## src/rtl/core/mpva_pkg.sv

```systemverilog
// Shared types, codes and lookup functions of the MIDI parser and voice allocator.
`timescale 1ns / 1ps
package mpva_pkg;

  localparam int NUM_CH    = 16;
  localparam int DEF_SLOTS = 2;

  localparam logic [3:0] DRUM_CH = 4'd9;

  // status bytes
  localparam logic [7:0] SYS_EXCL    = 8'hF0;
  localparam logic [7:0] SYS_EOX     = 8'hF7;
  localparam logic [7:0] SYS_RESET   = 8'hFF;
  localparam logic [7:0] RT_FIRST    = 8'hF8;
  localparam logic [7:0] ONE_DATA_LO = 8'hC0;
  localparam logic [7:0] ONE_DATA_HI = 8'hDF;

  // message kinds, upper nibble of the status
  localparam logic [3:0] MSG_NOTE_OFF = 4'h8;
  localparam logic [3:0] MSG_NOTE_ON  = 4'h9;
  localparam logic [3:0] MSG_CC       = 4'hB;
  localparam logic [3:0] MSG_PROGRAM  = 4'hC;
  localparam logic [3:0] MSG_BEND     = 4'hE;

  // controller numbers
  localparam logic [6:0] CC_VOLUME     = 7'd7;
  localparam logic [6:0] CC_PAN        = 7'd10;
  localparam logic [6:0] CC_EXPRESSION = 7'd11;
  localparam logic [6:0] CC_SUSTAIN    = 7'd64;
  localparam logic [6:0] CC_SOUND_OFF  = 7'd120;
  localparam logic [6:0] CC_NOTES_OFF  = 7'd123;

  // per-channel reset values
  localparam logic [6:0]  VOLUME_INIT     = 7'd100;
  localparam logic [6:0]  EXPRESSION_INIT = 7'd127;
  localparam logic [6:0]  PAN_CENTER      = 7'd64;
  localparam logic [13:0] BEND_CENTER     = 14'd8192;

  typedef enum logic [1:0] {
    VS_OFF  = 2'd0,
    VS_PLAY = 2'd1,
    VS_REL  = 2'd2
  } voice_state_t;

  typedef enum logic [1:0] {
    EV_START   = 2'd0,
    EV_DRUM    = 2'd1,
    EV_RELEASE = 2'd2,
    EV_GAIN    = 2'd3
  } event_t;

  // instrument for the upper four bits of the program number
  function automatic logic [3:0] prog_sound(input logic [3:0] idx);
    logic [3:0] snd;
    unique case (idx)
      4'd0:  snd = 4'd0;
      4'd1:  snd = 4'd7;
      4'd2:  snd = 4'd4;
      4'd3:  snd = 4'd10;
      4'd4:  snd = 4'd5;
      4'd5:  snd = 4'd1;
      4'd6:  snd = 4'd1;
      4'd7:  snd = 4'd2;
      4'd8:  snd = 4'd9;
      4'd9:  snd = 4'd9;
      4'd10: snd = 4'd3;
      4'd11: snd = 4'd6;
      4'd12: snd = 4'd6;
      4'd13: snd = 4'd9;
      4'd14: snd = 4'd7;
      default: snd = 4'd7;
    endcase
    return snd;
  endfunction

  // drum code for a note on the drum channel
  function automatic logic [3:0] drum_sound(input logic [6:0] n);
    logic [3:0] snd;
    if (n >= 7'd60 && n <= 7'd87) begin
      snd = 4'd12;
    end else begin
      unique case (n)
        7'd35, 7'd36: snd = 4'd1;
        7'd38, 7'd40: snd = 4'd2;
        7'd42:        snd = 4'd3;
        7'd44:        snd = 4'd5;
        7'd46:        snd = 4'd4;
        7'd41, 7'd43: snd = 4'd6;
        7'd45, 7'd47: snd = 4'd7;
        7'd48, 7'd50: snd = 4'd8;
        7'd49, 7'd57: snd = 4'd9;
        7'd51, 7'd59: snd = 4'd10;
        7'd39:        snd = 4'd11;
        7'd56:        snd = 4'd12;
        default:      snd = 4'd3;
      endcase
    end
    return snd;
  endfunction

endpackage

```

## src/rtl/core/mpva_if.sv

```systemverilog
// Channel interfaces of the MIDI parser and voice allocator: input items, results, config.
`timescale 1ns / 1ps
interface mpva_item_if;
  logic       valid;
  logic       ready;
  logic       kind;
  logic [7:0] midi_byte;
  logic [4:0] finished_voice;

  modport source (output valid, kind, midi_byte, finished_voice, input ready);
  modport sink   (input valid, kind, midi_byte, finished_voice, output ready);
endinterface

interface mpva_result_if;
  logic             valid;
  logic             ready;
  mpva_pkg::event_t event_res;
  logic [3:0]       channel;
  logic [4:0]       voice_index;
  logic [1:0]       release_mask;
  logic [6:0]       note;
  logic [6:0]       velocity;
  logic [3:0]       sound;
  logic [13:0]      gain;
  logic [6:0]       pan;
  logic [13:0]      bend;

  modport source (output valid, event_res, channel, voice_index, release_mask, note,
                  velocity, sound, gain, pan, bend, input ready);
  modport sink   (input valid, event_res, channel, voice_index, release_mask, note,
                  velocity, sound, gain, pan, bend, output ready);
endinterface

interface mpva_cfg_if;
  logic valid;
  logic ready;
  logic enable;

  modport source (output valid, enable, input ready);
  modport sink   (input valid, enable, output ready);
endinterface

```

## src/rtl/core/midi_parser_voice_allocator_unit.sv

```systemverilog
// Top level: MIDI running-status parser with per-channel voice allocation.
`timescale 1ns / 1ps
// Usage
//   item   : input transactions. kind 0 carries a MIDI byte, kind 1 reports that
//            voice finished_voice (channel*SLOTS_PER_CHANNEL+slot) went silent.
//   result : at most one event per input transaction: voice start (melodic or
//            drum), release mask for a channel, or channel gain update.
//   cfg    : one-bit enable write; always ready. Write it only while idle.
//            With enable low, MIDI bytes are dropped; finished reports still apply.
// Timing
//   An accepted transaction is held in an input register, then one pass of logic
//   updates parser, channel and voice state and loads the result register.
//   Throughput is one transaction per cycle while results are taken; the loops
//   are the read-modify-write of the parser state and the addressed channel's state.
// Reset
//   rst (synchronous) clears the running status, restores channel defaults and
//   sets every voice off; enable resets low.
// Stall
//   While a result waits, a full input register still drains into the result
//   register if that one is taken in the same cycle; otherwise item.ready drops.
module midi_parser_voice_allocator_unit #(
  parameter int SLOTS_PER_CHANNEL = mpva_pkg::DEF_SLOTS
) (
  input  logic           clk,
  input  logic           rst,
  mpva_cfg_if.sink       cfg,
  mpva_item_if.sink      item,
  mpva_result_if.source  result
);
  import mpva_pkg::*;

  localparam int SW = (SLOTS_PER_CHANNEL > 1) ? $clog2(SLOTS_PER_CHANNEL) : 1;

  // configuration
  logic enabled;

  // input register
  logic       in_vld;
  logic       kind_r;
  logic [7:0] byte_r;
  logic [4:0] fv_r;

  // parser state
  logic [7:0] run_st;
  logic       data_cnt;
  logic [6:0] first_data;
  logic [7:0] run_st_next;
  logic       data_cnt_next;
  logic       fd_load;

  // channel state
  logic [6:0]  chan_program    [NUM_CH];
  logic [6:0]  chan_volume     [NUM_CH];
  logic [6:0]  chan_expression [NUM_CH];
  logic [6:0]  chan_pan        [NUM_CH];
  logic [13:0] chan_bend       [NUM_CH];
  logic        chan_sustain    [NUM_CH];

  // voice state
  voice_state_t vstat [NUM_CH][SLOTS_PER_CHANNEL];
  logic [6:0]   vnote [NUM_CH][SLOTS_PER_CHANNEL];

  // flow
  logic can_go;
  logic adv;

  // message decode
  logic       midi_ok;
  logic       one_data;
  logic       msg_fire;
  logic [6:0] d0;
  logic [6:0] d1;
  logic [3:0] ch;
  logic [3:0] op;
  logic       drum;

  logic [SLOTS_PER_CHANNEL-1:0] play_hit;
  logic [SLOTS_PER_CHANNEL-1:0] play_any;
  logic [SLOTS_PER_CHANNEL-1:0] off_hit;
  logic [SLOTS_PER_CHANNEL-1:0] rel_hit;
  logic [SW-1:0]                play_slot;
  logic [SW-1:0]                off_slot;
  logic [SW-1:0]                rel_slot;
  logic [SW-1:0]                slot;

  logic                         do_start;
  logic                         rel_note;
  logic                         rel_all;
  logic                         wr_vol;
  logic                         wr_expr;
  logic                         wr_pan;
  logic                         wr_sus;
  logic                         wr_prog;
  logic                         wr_bend;
  logic                         gain_ev;
  logic [SLOTS_PER_CHANNEL-1:0] rel_mask;
  logic [SLOTS_PER_CHANNEL+1:0] mask_pad;
  voice_state_t                 row_next [SLOTS_PER_CHANNEL];

  logic [6:0]  vol_eff;
  logic [6:0]  expr_eff;
  logic [13:0] gain_val;
  logic [31:0] vidx_full;
  logic        has_res;

  // ---------------------------------------------------------------- config
  assign cfg.ready = 1'b1;

  always_ff @(posedge clk) begin
    if (rst) begin
      enabled <= 1'b0;
    end else if (cfg.valid) begin
      enabled <= cfg.enable;
    end
  end

  // ---------------------------------------------------------------- flow
  assign can_go     = !result.valid || result.ready;
  assign adv        = in_vld && can_go;
  assign item.ready = !in_vld || can_go;

  always_ff @(posedge clk) begin
    if (rst) begin
      in_vld <= 1'b0;
    end else if (item.ready) begin
      in_vld <= item.valid;
    end
  end

  always_ff @(posedge clk) begin
    if (item.valid && item.ready) begin
      kind_r <= item.kind;
      byte_r <= item.midi_byte;
      fv_r   <= item.finished_voice;
    end
  end

  // ---------------------------------------------------------------- parser
  assign midi_ok  = !kind_r && enabled;
  assign one_data = (run_st >= ONE_DATA_LO) && (run_st <= ONE_DATA_HI);
  assign msg_fire = midi_ok && !byte_r[7] && (run_st != 8'd0) && (one_data || data_cnt);
  assign d0       = one_data ? byte_r[6:0] : first_data;
  assign d1       = one_data ? 7'd0 : byte_r[6:0];
  assign ch       = run_st[3:0];
  assign op       = run_st[7:4];
  assign drum     = (ch == DRUM_CH);

  always_comb begin
    run_st_next   = run_st;
    data_cnt_next = data_cnt;
    fd_load       = 1'b0;
    if (midi_ok) begin
      if (byte_r[7]) begin
        if (byte_r == SYS_EXCL || byte_r == SYS_EOX || byte_r == SYS_RESET) begin
          run_st_next   = 8'd0;
          data_cnt_next = 1'b0;
        end else if (byte_r < RT_FIRST) begin
          run_st_next   = byte_r;
          data_cnt_next = 1'b0;
        end
      end else if (run_st != 8'd0 && !one_data) begin
        // two-byte message: hold the first byte, fire on the second
        fd_load       = !data_cnt;
        data_cnt_next = !data_cnt;
      end
    end
  end

  always_ff @(posedge clk) begin
    if (rst) begin
      run_st   <= 8'd0;
      data_cnt <= 1'b0;
    end else if (adv) begin
      run_st   <= run_st_next;
      data_cnt <= data_cnt_next;
    end
  end

  always_ff @(posedge clk) begin
    if (adv && fd_load) begin
      first_data <= byte_r[6:0];
    end
  end

  // ---------------------------------------------------------------- voice search
  always_comb begin
    for (int s = 0; s < SLOTS_PER_CHANNEL; s++) begin
      play_any[s] = (vstat[ch][s] == VS_PLAY);
      play_hit[s] = play_any[s] && (vnote[ch][s] == d0);
      off_hit[s]  = (vstat[ch][s] == VS_OFF);
      rel_hit[s]  = (vstat[ch][s] == VS_REL);
    end
  end

  // lowest slot wins in each class
  always_comb begin
    play_slot = '0;
    off_slot  = '0;
    rel_slot  = '0;
    for (int s = SLOTS_PER_CHANNEL - 1; s >= 0; s--) begin
      if (play_hit[s]) play_slot = SW'(s);
      if (off_hit[s])  off_slot  = SW'(s);
      if (rel_hit[s])  rel_slot  = SW'(s);
    end
  end

  always_comb begin
    priority if (|play_hit) slot = play_slot;
    else if (|off_hit)      slot = off_slot;
    else if (|rel_hit)      slot = rel_slot;
    else                    slot = '0;
  end

  // ---------------------------------------------------------------- message decode
  always_comb begin
    do_start = 1'b0;
    rel_note = 1'b0;
    rel_all  = 1'b0;
    wr_vol   = 1'b0;
    wr_expr  = 1'b0;
    wr_pan   = 1'b0;
    wr_sus   = 1'b0;
    wr_prog  = 1'b0;
    wr_bend  = 1'b0;
    gain_ev  = 1'b0;
    if (msg_fire) begin
      unique case (op)
        MSG_NOTE_ON: begin
          if (d1 != 7'd0) do_start = 1'b1;
          else            rel_note = !chan_sustain[ch];
        end
        MSG_NOTE_OFF: rel_note = !chan_sustain[ch];
        MSG_CC: begin
          if (d0 == CC_VOLUME) begin
            wr_vol  = 1'b1;
            gain_ev = 1'b1;
          end else if (d0 == CC_EXPRESSION) begin
            wr_expr = 1'b1;
            gain_ev = 1'b1;
          end else if (d0 == CC_PAN) begin
            wr_pan = 1'b1;
          end else if (d0 == CC_SUSTAIN) begin
            wr_sus  = 1'b1;
            rel_all = (d1 == 7'd0);
          end else if (d0 == CC_SOUND_OFF || d0 == CC_NOTES_OFF) begin
            rel_all = 1'b1;
          end
        end
        MSG_PROGRAM: wr_prog = 1'b1;
        MSG_BEND:    wr_bend = 1'b1;
        default: ;
      endcase
    end
  end

  assign rel_mask = rel_all ? play_any : (rel_note ? play_hit : '0);
  assign mask_pad = {2'b00, rel_mask};

  always_comb begin
    for (int s = 0; s < SLOTS_PER_CHANNEL; s++) begin
      if (do_start && slot == SW'(s)) row_next[s] = VS_PLAY;
      else if (rel_mask[s])           row_next[s] = VS_REL;
      else                            row_next[s] = vstat[ch][s];
    end
  end

  assign vol_eff   = wr_vol  ? d1 : chan_volume[ch];
  assign expr_eff  = wr_expr ? d1 : chan_expression[ch];
  assign gain_val  = {7'd0, vol_eff} * {7'd0, expr_eff};
  assign vidx_full = 32'(ch) * 32'(SLOTS_PER_CHANNEL) + 32'(slot);
  assign has_res   = do_start || gain_ev || (|rel_mask);

  // ---------------------------------------------------------------- state update
  always_ff @(posedge clk) begin
    if (rst) begin
      for (int c = 0; c < NUM_CH; c++) begin
        chan_program[c]    <= 7'd0;
        chan_volume[c]     <= VOLUME_INIT;
        chan_expression[c] <= EXPRESSION_INIT;
        chan_pan[c]        <= PAN_CENTER;
        chan_bend[c]       <= BEND_CENTER;
        chan_sustain[c]    <= 1'b0;
      end
    end else if (adv) begin
      if (wr_vol)  chan_volume[ch]     <= d1;
      if (wr_expr) chan_expression[ch] <= d1;
      if (wr_pan)  chan_pan[ch]        <= d1;
      if (wr_sus)  chan_sustain[ch]    <= (d1 != 7'd0);
      if (wr_prog) chan_program[ch]    <= d0;
      if (wr_bend) chan_bend[ch]       <= {d1, d0};
    end
  end

  always_ff @(posedge clk) begin
    if (rst) begin
      for (int c = 0; c < NUM_CH; c++) begin
        for (int s = 0; s < SLOTS_PER_CHANNEL; s++) begin
          vstat[c][s] <= VS_OFF;
        end
      end
    end else if (adv) begin
      if (kind_r) begin
        // finished report: an index past the last voice matches nothing
        for (int c = 0; c < NUM_CH; c++) begin
          for (int s = 0; s < SLOTS_PER_CHANNEL; s++) begin
            if (32'(fv_r) == 32'(c * SLOTS_PER_CHANNEL + s)) vstat[c][s] <= VS_OFF;
          end
        end
      end else begin
        for (int s = 0; s < SLOTS_PER_CHANNEL; s++) begin
          vstat[ch][s] <= row_next[s];
        end
      end
    end
  end

  always_ff @(posedge clk) begin
    if (adv && do_start) begin
      vnote[ch][slot] <= d0;
    end
  end

  // ---------------------------------------------------------------- result register
  always_ff @(posedge clk) begin
    if (rst) begin
      result.valid <= 1'b0;
    end else if (can_go) begin
      result.valid <= in_vld && has_res;
    end
  end

  always_ff @(posedge clk) begin
    if (adv && has_res) begin
      result.channel      <= ch;
      result.voice_index  <= 5'd0;
      result.release_mask <= 2'd0;
      result.note         <= 7'd0;
      result.velocity     <= 7'd0;
      result.sound        <= 4'd0;
      result.gain         <= 14'd0;
      result.pan          <= 7'd0;
      result.bend         <= 14'd0;
      if (do_start) begin
        result.event_res   <= drum ? EV_DRUM : EV_START;
        result.voice_index <= vidx_full[4:0];
        result.note        <= d0;
        result.velocity    <= d1;
        result.sound       <= drum ? drum_sound(d0) : prog_sound(chan_program[ch][6:3]);
        result.gain        <= gain_val;
        result.pan         <= drum ? PAN_CENTER : chan_pan[ch];
        result.bend        <= chan_bend[ch];
      end else if (gain_ev) begin
        result.event_res <= EV_GAIN;
        result.gain      <= gain_val;
      end else begin
        result.event_res    <= EV_RELEASE;
        result.release_mask <= mask_pad[1:0];
      end
    end
  end

  // ---------------------------------------------------------------- assertions
  a_start_velocity: assert property (@(posedge clk) disable iff (rst)
    result.valid && (result.event_res == EV_START || result.event_res == EV_DRUM)
      |-> result.velocity != 7'd0)
    else $error("voice start with zero velocity");

  a_release_mask: assert property (@(posedge clk) disable iff (rst)
    result.valid && result.event_res == EV_RELEASE |-> result.release_mask != 2'd0)
    else $error("release event without any slot");

  a_pending_data: assert property (@(posedge clk) disable iff (rst)
    data_cnt |-> run_st[7] && !one_data)
    else $error("pending data byte without a two-byte running status");

  a_status_form: assert property (@(posedge clk) disable iff (rst)
    run_st != 8'd0 |-> run_st[7])
    else $error("running status holds a data byte");

endmodule
```

## src/flat_wrapper.sv

```systemverilog
// flat-port wrapper written by rule: the top's interface ports become plain ports
module midi_parser_voice_allocator_unit_flat import mpva_pkg::*;
#(
  parameter int SLOTS_PER_CHANNEL = mpva_pkg::DEF_SLOTS
)
  (clk, rst, cfg_valid, cfg_enable, cfg_ready, item_valid, item_kind, item_midi_byte, item_finished_voice, item_ready, result_valid, result_event_res, result_channel, result_voice_index, result_release_mask, result_note, result_velocity, result_sound, result_gain, result_pan, result_bend, result_ready);
  mpva_cfg_if cfg_i ();
  mpva_item_if item_i ();
  mpva_result_if result_i ();
  input  logic clk;
  input  logic rst;
  input wire logic [$bits(cfg_i.valid)-1:0] cfg_valid;
  input wire logic [$bits(cfg_i.enable)-1:0] cfg_enable;
  output wire logic [$bits(cfg_i.ready)-1:0] cfg_ready;
  input wire logic [$bits(item_i.valid)-1:0] item_valid;
  input wire logic [$bits(item_i.kind)-1:0] item_kind;
  input wire logic [$bits(item_i.midi_byte)-1:0] item_midi_byte;
  input wire logic [$bits(item_i.finished_voice)-1:0] item_finished_voice;
  output wire logic [$bits(item_i.ready)-1:0] item_ready;
  output wire logic [$bits(result_i.valid)-1:0] result_valid;
  output wire logic [$bits(result_i.event_res)-1:0] result_event_res;
  output wire logic [$bits(result_i.channel)-1:0] result_channel;
  output wire logic [$bits(result_i.voice_index)-1:0] result_voice_index;
  output wire logic [$bits(result_i.release_mask)-1:0] result_release_mask;
  output wire logic [$bits(result_i.note)-1:0] result_note;
  output wire logic [$bits(result_i.velocity)-1:0] result_velocity;
  output wire logic [$bits(result_i.sound)-1:0] result_sound;
  output wire logic [$bits(result_i.gain)-1:0] result_gain;
  output wire logic [$bits(result_i.pan)-1:0] result_pan;
  output wire logic [$bits(result_i.bend)-1:0] result_bend;
  input wire logic [$bits(result_i.ready)-1:0] result_ready;
  assign cfg_i.valid = cfg_valid;
  assign cfg_i.enable = cfg_enable;
  assign cfg_ready = cfg_i.ready;
  assign item_i.valid = item_valid;
  assign item_i.kind = item_kind;
  assign item_i.midi_byte = item_midi_byte;
  assign item_i.finished_voice = item_finished_voice;
  assign item_ready = item_i.ready;
  assign result_valid = result_i.valid;
  assign result_event_res = result_i.event_res;
  assign result_channel = result_i.channel;
  assign result_voice_index = result_i.voice_index;
  assign result_release_mask = result_i.release_mask;
  assign result_note = result_i.note;
  assign result_velocity = result_i.velocity;
  assign result_sound = result_i.sound;
  assign result_gain = result_i.gain;
  assign result_pan = result_i.pan;
  assign result_bend = result_i.bend;
  assign result_i.ready = result_ready;
  midi_parser_voice_allocator_unit #(.SLOTS_PER_CHANNEL(SLOTS_PER_CHANNEL)) u_core (.clk(clk), .rst(rst), .cfg(cfg_i), .item(item_i), .result(result_i));
endmodule
```

## config.mk

```make
export PLATFORM = sky130hd
export DESIGN_NAME = midi_parser_voice_allocator_unit_flat
export DESIGN_NICKNAME = d
export VERILOG_FILES = /design/src/rtl/core/mpva_pkg.sv /design/src/rtl/core/mpva_if.sv /design/src/rtl/core/midi_parser_voice_allocator_unit.sv /design/src/flat_wrapper.sv
export SDC_FILE = /design/constraint.sdc
export NUM_CORES = 2
export LEC_CHECK = 0
export ABC_AREA = 1
export BUFFER_PORTS_ARGS = -buffer_cell sky130_fd_sc_hd__buf_4
export CAP_MARGIN = 20
export CELL_PAD_IN_SITES_DETAIL_PLACEMENT = 1
export CELL_PAD_IN_SITES_GLOBAL_PLACEMENT = 2
export CORE_UTILIZATION = 42
export DETAILED_ROUTE_END_ITERATION = 8
export GPL_TIMING_DRIVEN = 0
export PLACE_DENSITY_LB_ADDON = 0.12
export SETUP_SLACK_MARGIN = 0.5
export SLEW_MARGIN = 30
export SYNTH_ARGS = -nofsm -noshare
export SYNTH_HDL_FRONTEND = slang
export SYNTH_SLANG_ARGS = --single-unit
```

## constraint.sdc

```tcl
create_clock -name clk -period 9.2 [get_ports clk]
set_input_delay 1.84 -clock clk [delete_from_list [all_inputs] [get_ports clk]]
set_output_delay 1.84 -clock clk [all_outputs]
set_load 0.05 [all_outputs]
```

; ---- Word level (Yosys, flattened, before mapping)
; Memory sizes are Yosys's and may differ from the RTL's. A register that Yosys moved wholly into a read port is not among the register bits.
; Cells that the tools add are included.
[totals]
register_bits = 85
mem_bits_rw = 976
romBits = 320
input_bits = 20
output_inout_bits = 69
word_cells = 519
mem_count = 10
[op_classes]
addsub = 1
multipliers = 1
n_lt_le_gt_ge = 7
n_eq_ne = 53
muxes = 336
n_bitwise = 35
n_reduce_logical = 57
[mem_list]
columns = memory, words, word_bits, rd, rd_ports_with_merged_regs, write_ports, line
row1 = (name not given), 64, 4, 1, 0, 0, mpva_pkg.sv:82  ; unique case (n)
row2 = u_core.chan_bend, 16, 14, 1, 1, 16, midi_parser_voice_allocator_unit.sv:56  ; logic [13:0] chan_bend [NUM_CH];
row3 = u_core.vnote, 16, 14, 1, 1, 1, midi_parser_voice_allocator_unit.sv:61  ; logic [6:0] vnote [NUM_CH][SLOTS_PER_CHANNEL];
row4 = u_core.chan_expression, 16, 7, 1, 1, 16, midi_parser_voice_allocator_unit.sv:54  ; logic [6:0] chan_expression [NUM_CH];
row5 = u_core.chan_pan, 16, 7, 1, 1, 16, midi_parser_voice_allocator_unit.sv:55  ; logic [6:0] chan_pan [NUM_CH];
row6 = u_core.chan_program, 16, 7, 1, 1, 16, midi_parser_voice_allocator_unit.sv:52  ; logic [6:0] chan_program [NUM_CH];
row7 = +4 memories, n/a, n/a, n/a, n/a, n/a, n/a
[ops]
columns = operator, n
row1 = 2-to-1 mux 1 bit, 253
row2 = 2-to-1 mux 4 bit, 25
row3 = "== test 5 bit, second input constant", 16
row4 = 2-to-1 mux 2 bit, 40
row5 = 2-to-1 mux 7 bit, 10
row6 = 2-to-1 mux 14 bit, 4
row7 = "== test 5 x 4 -> 1 bit, second input constant", 8
row8 = OR 1 bit, 32
row9 = OR reduction 7 bit, 4
row10 = "== test 4 bit, second input constant", 6
row11 = "== test 8 bit, second input constant", 3
row12 = "== test 7 bit, second input constant", 3
row13 = "== test 5 x 3 -> 1 bit, second input constant", 4
row14 = logical AND 1 bit, 18
row15 = 2-to-1 mux 8 bit, 2
row16 = "== test 7 x 4 -> 1 bit, second input constant", 2
row17 = == test 7 bit, 2
row18 = multiplier 7 x 7 -> 14 bit, 1
row19 = OR reduction 14 bit, 1
row20 = OR reduction 2 bit, 6
row21 = "== test 5 x 2 -> 1 bit, second input constant", 2
row22 = "greater-or-equal comparator 8 bit, second input constant", 1
row23 = "<= comparator 8 bit, second input constant", 1
row24 = logical NOT 1 bit, 8
row25 = other kinds (25), 38

; ---- Logic depth before layout (Yosys ltp)
[logic_depth]
ltp_word = 16
depth_mapped = 36
ltp_nobuf = 33

; ---- Worst setup path before layout
; OpenSTA, ideal clock, no wires.
[synth_path]
path_type = flip-flop to flip-flop
startpoint = register u_core.run_st[6]
endpoint = register u_core.result.gain[13] (netlist bit) (data pin)
setup_ns = 0.253
arrival_time_ns = 6.151
t_required_ns = 8.947
path_slack_ns = 2.796
stages_incl_launch_ff = 29
path_buffers = 1
period_less_slack_ns = 6.404
cell_sequence = dfxtp_1 nand3_4 buf_6 o21ai_2 ha_1 nand3_1 nor2_1 nand4_1 a31oi_2 nand2_1 fa_1 fa_1 inv_1 fa_1 inv_1 fa_1 inv_1 ha_1 inv_1 nor3_1 a21oi_1 o31ai_1 nand2_1 inv_1 o21ai_0 nand2_1 nand2_1 nand2_1 nor2_1
[synth_between]
elab_chain_len = 12
elab_cells_between_ends = 32
cone_classes = 1 x mul / 2 x order compare / 4 x eq/ne / 19 x mux / 6 x reduce/logical
[synth_rtl]
columns = element, line
row1 = "start, declared", midi_parser_voice_allocator_unit.sv:44  ; logic [7:0] run_st;
row2 = "start signal, assigned", midi_parser_voice_allocator_unit.sv:174  ; run_st <= run_st_next;
row3 = greater-or-equal comparator 8 bit / <= comparator 8 bit (equally long branches), midi_parser_voice_allocator_unit.sv:140  ; assign one_data = (run_st >= ONE_DATA_LO) && (run_st <= ONE_DATA_HI);
row4 = logical AND 1 bit *, midi_parser_voice_allocator_unit.sv:140
row5 = 2-to-1 mux 7 bit *, midi_parser_voice_allocator_unit.sv:142  ; assign d0 = one_data ? byte_r[6:0] : first_data;
row6 = named net u_core.d0[0], midi_parser_voice_allocator_unit.sv:71  ; logic [6:0] d0;
row7 = == test 7 x 4 -> 1 bit, midi_parser_voice_allocator_unit.sv:237  ; end else if (d0 == CC_EXPRESSION) begin
row8 = 2-to-1 mux 1 bit, midi_parser_voice_allocator_unit.sv:237
row9 = 2-to-1 mux 1 bit, midi_parser_voice_allocator_unit.sv:234  ; if (d0 == CC_VOLUME) begin
row10 = 2-to-1 mux 1 bit, midi_parser_voice_allocator_unit.sv:227  ; unique case (op)
row11 = 2-to-1 mux 1 bit, midi_parser_voice_allocator_unit.sv:226  ; if (msg_fire) begin
row12 = 2-to-1 mux 7 bit, midi_parser_voice_allocator_unit.sv:268  ; assign expr_eff = wr_expr ? d1 : chan_expression[ch];
row13 = multiplier 7 x 7 -> 14 bit, midi_parser_voice_allocator_unit.sv:269  ; assign gain_val = {7'd0, vol_eff} * {7'd0, expr_eff};
row14 = 2-to-1 mux 14 bit, midi_parser_voice_allocator_unit.sv:352  ; end else if (gain_ev) begin
row15 = 2-to-1 mux 14 bit *, midi_parser_voice_allocator_unit.sv:343  ; if (do_start) begin
row16 = "end signal, assigned", midi_parser_voice_allocator_unit.sv:349  ; result.gain <= gain_val;
row17 = "end signal, assigned", midi_parser_voice_allocator_unit.sv:354  ; result.gain <= gain_val;
row18 = "end, declared", mpva_if.sv:29  ; velocity, sound, gain, pan, bend, input ready);
; Mark *: on every way through the listed nets, which the timed path passes. The rest lies on a longest branch.
; A chain may end at the register's enable or synchronous reset.

==> key figures <==
STA
  – Max frequency: 123 MHz
  – Period utilisation layout: 88.6%
  – Final count of hold timing violations: 0
  – Post-route minimum period: 8.15 ns
  – Final setup violating endpoints: 0
  – Clock skew: 0.0378 ns
  – Slew Limit Fails: 0
  – Max-Slew Margin vs Limit: 23.6%
  – Setup TNS Final: 0 ns
  – RSZ-0062 raised after global routing: false
  – WHS: 0.448 ns
  – Actual slew at the worst max-slew pin: 1.15 ns

Synth
  – Simple-gate share of the synthesized area: 19.0%
  – Synth Flop Type: edfxtp_1
  – Post-synthesis register bit count: 1031
  – Ys Warns: 0
  – Post-synth EDFFs: 1015
  – Synth cell types: 54
  – Main combinational cell family by area after synthesis: simple AND/OR/NAND/NOR gates
  – Syn nets: 4600
  – Post-synthesis mux area share: 0%
  – Top post-synthesis cells by area: edfxtp_1, nand2_1, nor2_1, nand3_1, a21oi_1
  – Adder-cell share of the synthesized area: 2.13%
  – Post-synthesis compound-gate area fraction: 8.49%
  – Largest area contributor in the netlist: edfxtp_1
  – Ys async rst share: 0%
  – Post-synth top cells: edfxtp_1, nand2_1, nor2_1, nand3_1, inv_1
  – Mapped Area: 47300 um^2
  – Post-Synth XOR/XNOR Area: 0.0370%
  – Top cell type's share of synthesized area: 64.4%
  – Sequential element share of the synthesized area: 65.1%
  – Most common cell in the synthesized netlist: edfxtp_1
  – Mapped Cells: 4514
  – Syn avg cell area: 10.5 um^2

Final layout
  – Layout cells sized above 1: 10.1%
  – Nets: 4809
  – Syn-to-layout area delta: 13.3%
  – Fillers: 12300
  – # diodes: 0

Critical path
  – WS Path Type: flop to flop
  – Slowest CP cell: o311ai_0
  – Worst Path Arrival: 8.61 ns
  – Crit-path max cell delay: 0.93 ns
  – CP startpoint kind: flop
  – CP Max Fanout: 10
  – Worst path most repeated cell: inv_1
  – Worst path required time: 9.66 ns
  – CP Capture Type: flop
  – Reg2reg path depth: 28

Die
  – Die H: 338 um
  – Rows: 122
  – Die Wd: 338 um
  – Die Area: 114000 um^2
  – I/O pins: 89
  – Initial core utilization: 42.6%
  – Core ar.: 111000 um^2

Clock tree
  – CTS Hold Buffers Added: 0
  – CTS tree: built
  – Post_cts resized: 0
  – Clk sinks: 1031
  – Setup bufs post-CTS: 0
  – Worst skew pair latency: 0.73 ns
  – H-tree depth: 3
  – CTS Buf Count: 114
  – Clk slew on worst S/H paths: 0.06 ns
  – Clock root cell: clkbuf_16
  – Max Root-Sink Buffers: 3

Global routing
  – Largest net degree at the start of global routing: 45
  – Initial antenna violation count: 3
  – Overall routing resource usage: 32.0%
  – Vias in the first global route: 37500
  – First-pass GRT wire length: 260 mm
  – Gr ovfl total: 0

Min path
  – Hold Path Depth: 0
  – Hold Crit Class: flop to flop

Route
  – Total Wirelength: 182 mm
  – Average wire per standard cell: 28.9 um
  – Initial DRT Pass Iterations: 5
  – Routed vias: 36700
  – Initial DRC Count: 3592
  – DRC Markers: 0
  – Detail Route Antenna Nets: 0
  – Via/cell ratio: 5.82

Power and ir drop
  – Max IR drop VDD: 0.143 mV
  – Leak Pwr: 19.3 nW
  – Power density cells: 193 nW/um^2

Placed design
  – Post-DP HPWL: 127 mm
  – Port Buf Inserts: 87
  – Gp weighted congestion: 0.914

Status
  – Run status: finished clean

Run
  – MaxCap Viol Count: 0
[placed cells by master, fill, tap and decap left out, drive strengths merged, types with 2 or more instances in the layout]
cell,netlist,routed
o21ai,187,187
a22o,2,2
o211ai,31,31
o31ai,3,3
a21oi,164,164
clkinv,22,61
clkbuf,177,332
o311ai,10,10
edfxtp,1015,1015
inv,247,250
nand3b,4,4
nand4,9,9
a31oi,65,65
ha,42,42
or2,3,3
a221oi,45,45
o221ai,31,31
o41a,14,14
o21bai,3,3
nand2,987,987
fa,24,24
dfxtp,16,16
nor4,2,2
buf,134,227
xor2,2,2
nand3,377,377
nor2,790,790
bufinv,0,8
o22ai,18,18
clkinvlp,0,4
nor3,28,28
a22oi,56,56
[worst max-delay path, delay by kind of cell (launching register included)]
family,cells,cell delay [ns]
buffers and inverters,10,2.46
adder cells (fa/ha/maj),5,2.21
AO/OA/AOI/OAI,6,2.12
AND/OR/NAND/NOR,7,0.71
flip-flops,1,0.36
[power by group]
part | leakage [nW] | total (mW) | switching (mW) | internal [mW]
combinational | 7.80 | 0.602 | 0.430 | 0.172
sequential | 9.80 | 5.27 | 0.0418 | 5.23
clock | 1.72 | 4.49 | 1.96 | 2.53
[layer usage]
layer  global-route usage [%]  up-vias  wire, um
li1                         -    16100         -
met1                     42.3    18600     75000
met2                     52.6     1561     86200
met3                     4.35      361     12700
met4                     14.1        0      8230
met5                        0        -         0
[area by class of cell]
class	instances	area, um^2	share of cell area [%]
Multi-Input combinational cell	2903	14100	26.3
Clock buffer	155	3040	5.67
Sequential cell	1031	30800	57.5
Buffer	311	1470	2.73
Tap cell	1488	1860	3.47
Timing Repair Buffer	93	818	1.53
Clock inverter	54	515	0.962
Inverter	269	1020	1.91
[flip-flops by register name, indices dropped and copies added (netlist names), 4 cells and up, named ones only]
name,count
u_core.result.pan,7
u_core.run_st,8
u_core.fv_r,5
u_core.result.bend,14
u_core.result.note,7
u_core.result.velocity,7
u_core.chan_volume,112
u_core.chan_bend,224
u_core.chan_pan,112
u_core.vstat,64
u_core.chan_sustain,16
u_core.result.channel,4
u_core.first_data,7
u_core.byte_r,8
u_core.vnote,224
u_core.result.voice_index,5
u_core.chan_expression,112
u_core.result.sound,4
u_core.chan_program,64
u_core.result.gain,14
[cells by family (layout without fill, tap and decap cells)]
kind of cell / count (synthesis) / count (layout)
buffers and inverters: 580 / 882
AOI/OAI and AO/OA: 633 / 633
other: 1 / 1
xor gates and xnor gates: 2 / 2
DFF: 1031 / 1031
and+or+nand+nor: 2201 / 2201
adders and majority gates: 66 / 66
[worst paths after layout]
check	start	endpoint	slack (ns)
max	flop	u_core.result.gain[13]	1.05
min	u_core.run_st[0]	u_core.result.channel[0]	0.45
max reg2reg	flop	u_core.result.gain[13]	1.05
min reg2reg	u_core.run_st[0]	u_core.result.channel[0]	0.45
[through the flow]
step	cell area [um^2]	utilization [%]	instances	setup slack [ns]	total power [mW]
finish	53600	48.2	6304	1.05	10.4
global route	53600	48.2	6304	0.796	10.6
CTS	53600	48.2	6304	1.20	10.4
detailed placement	50000	45.0	6095	1.26	5.97
global placement	49800	44.8	6089	0.528	5.95
floorplan	47300	-	4514	2.80	5.74
Power figures use the tool's default switching activity.
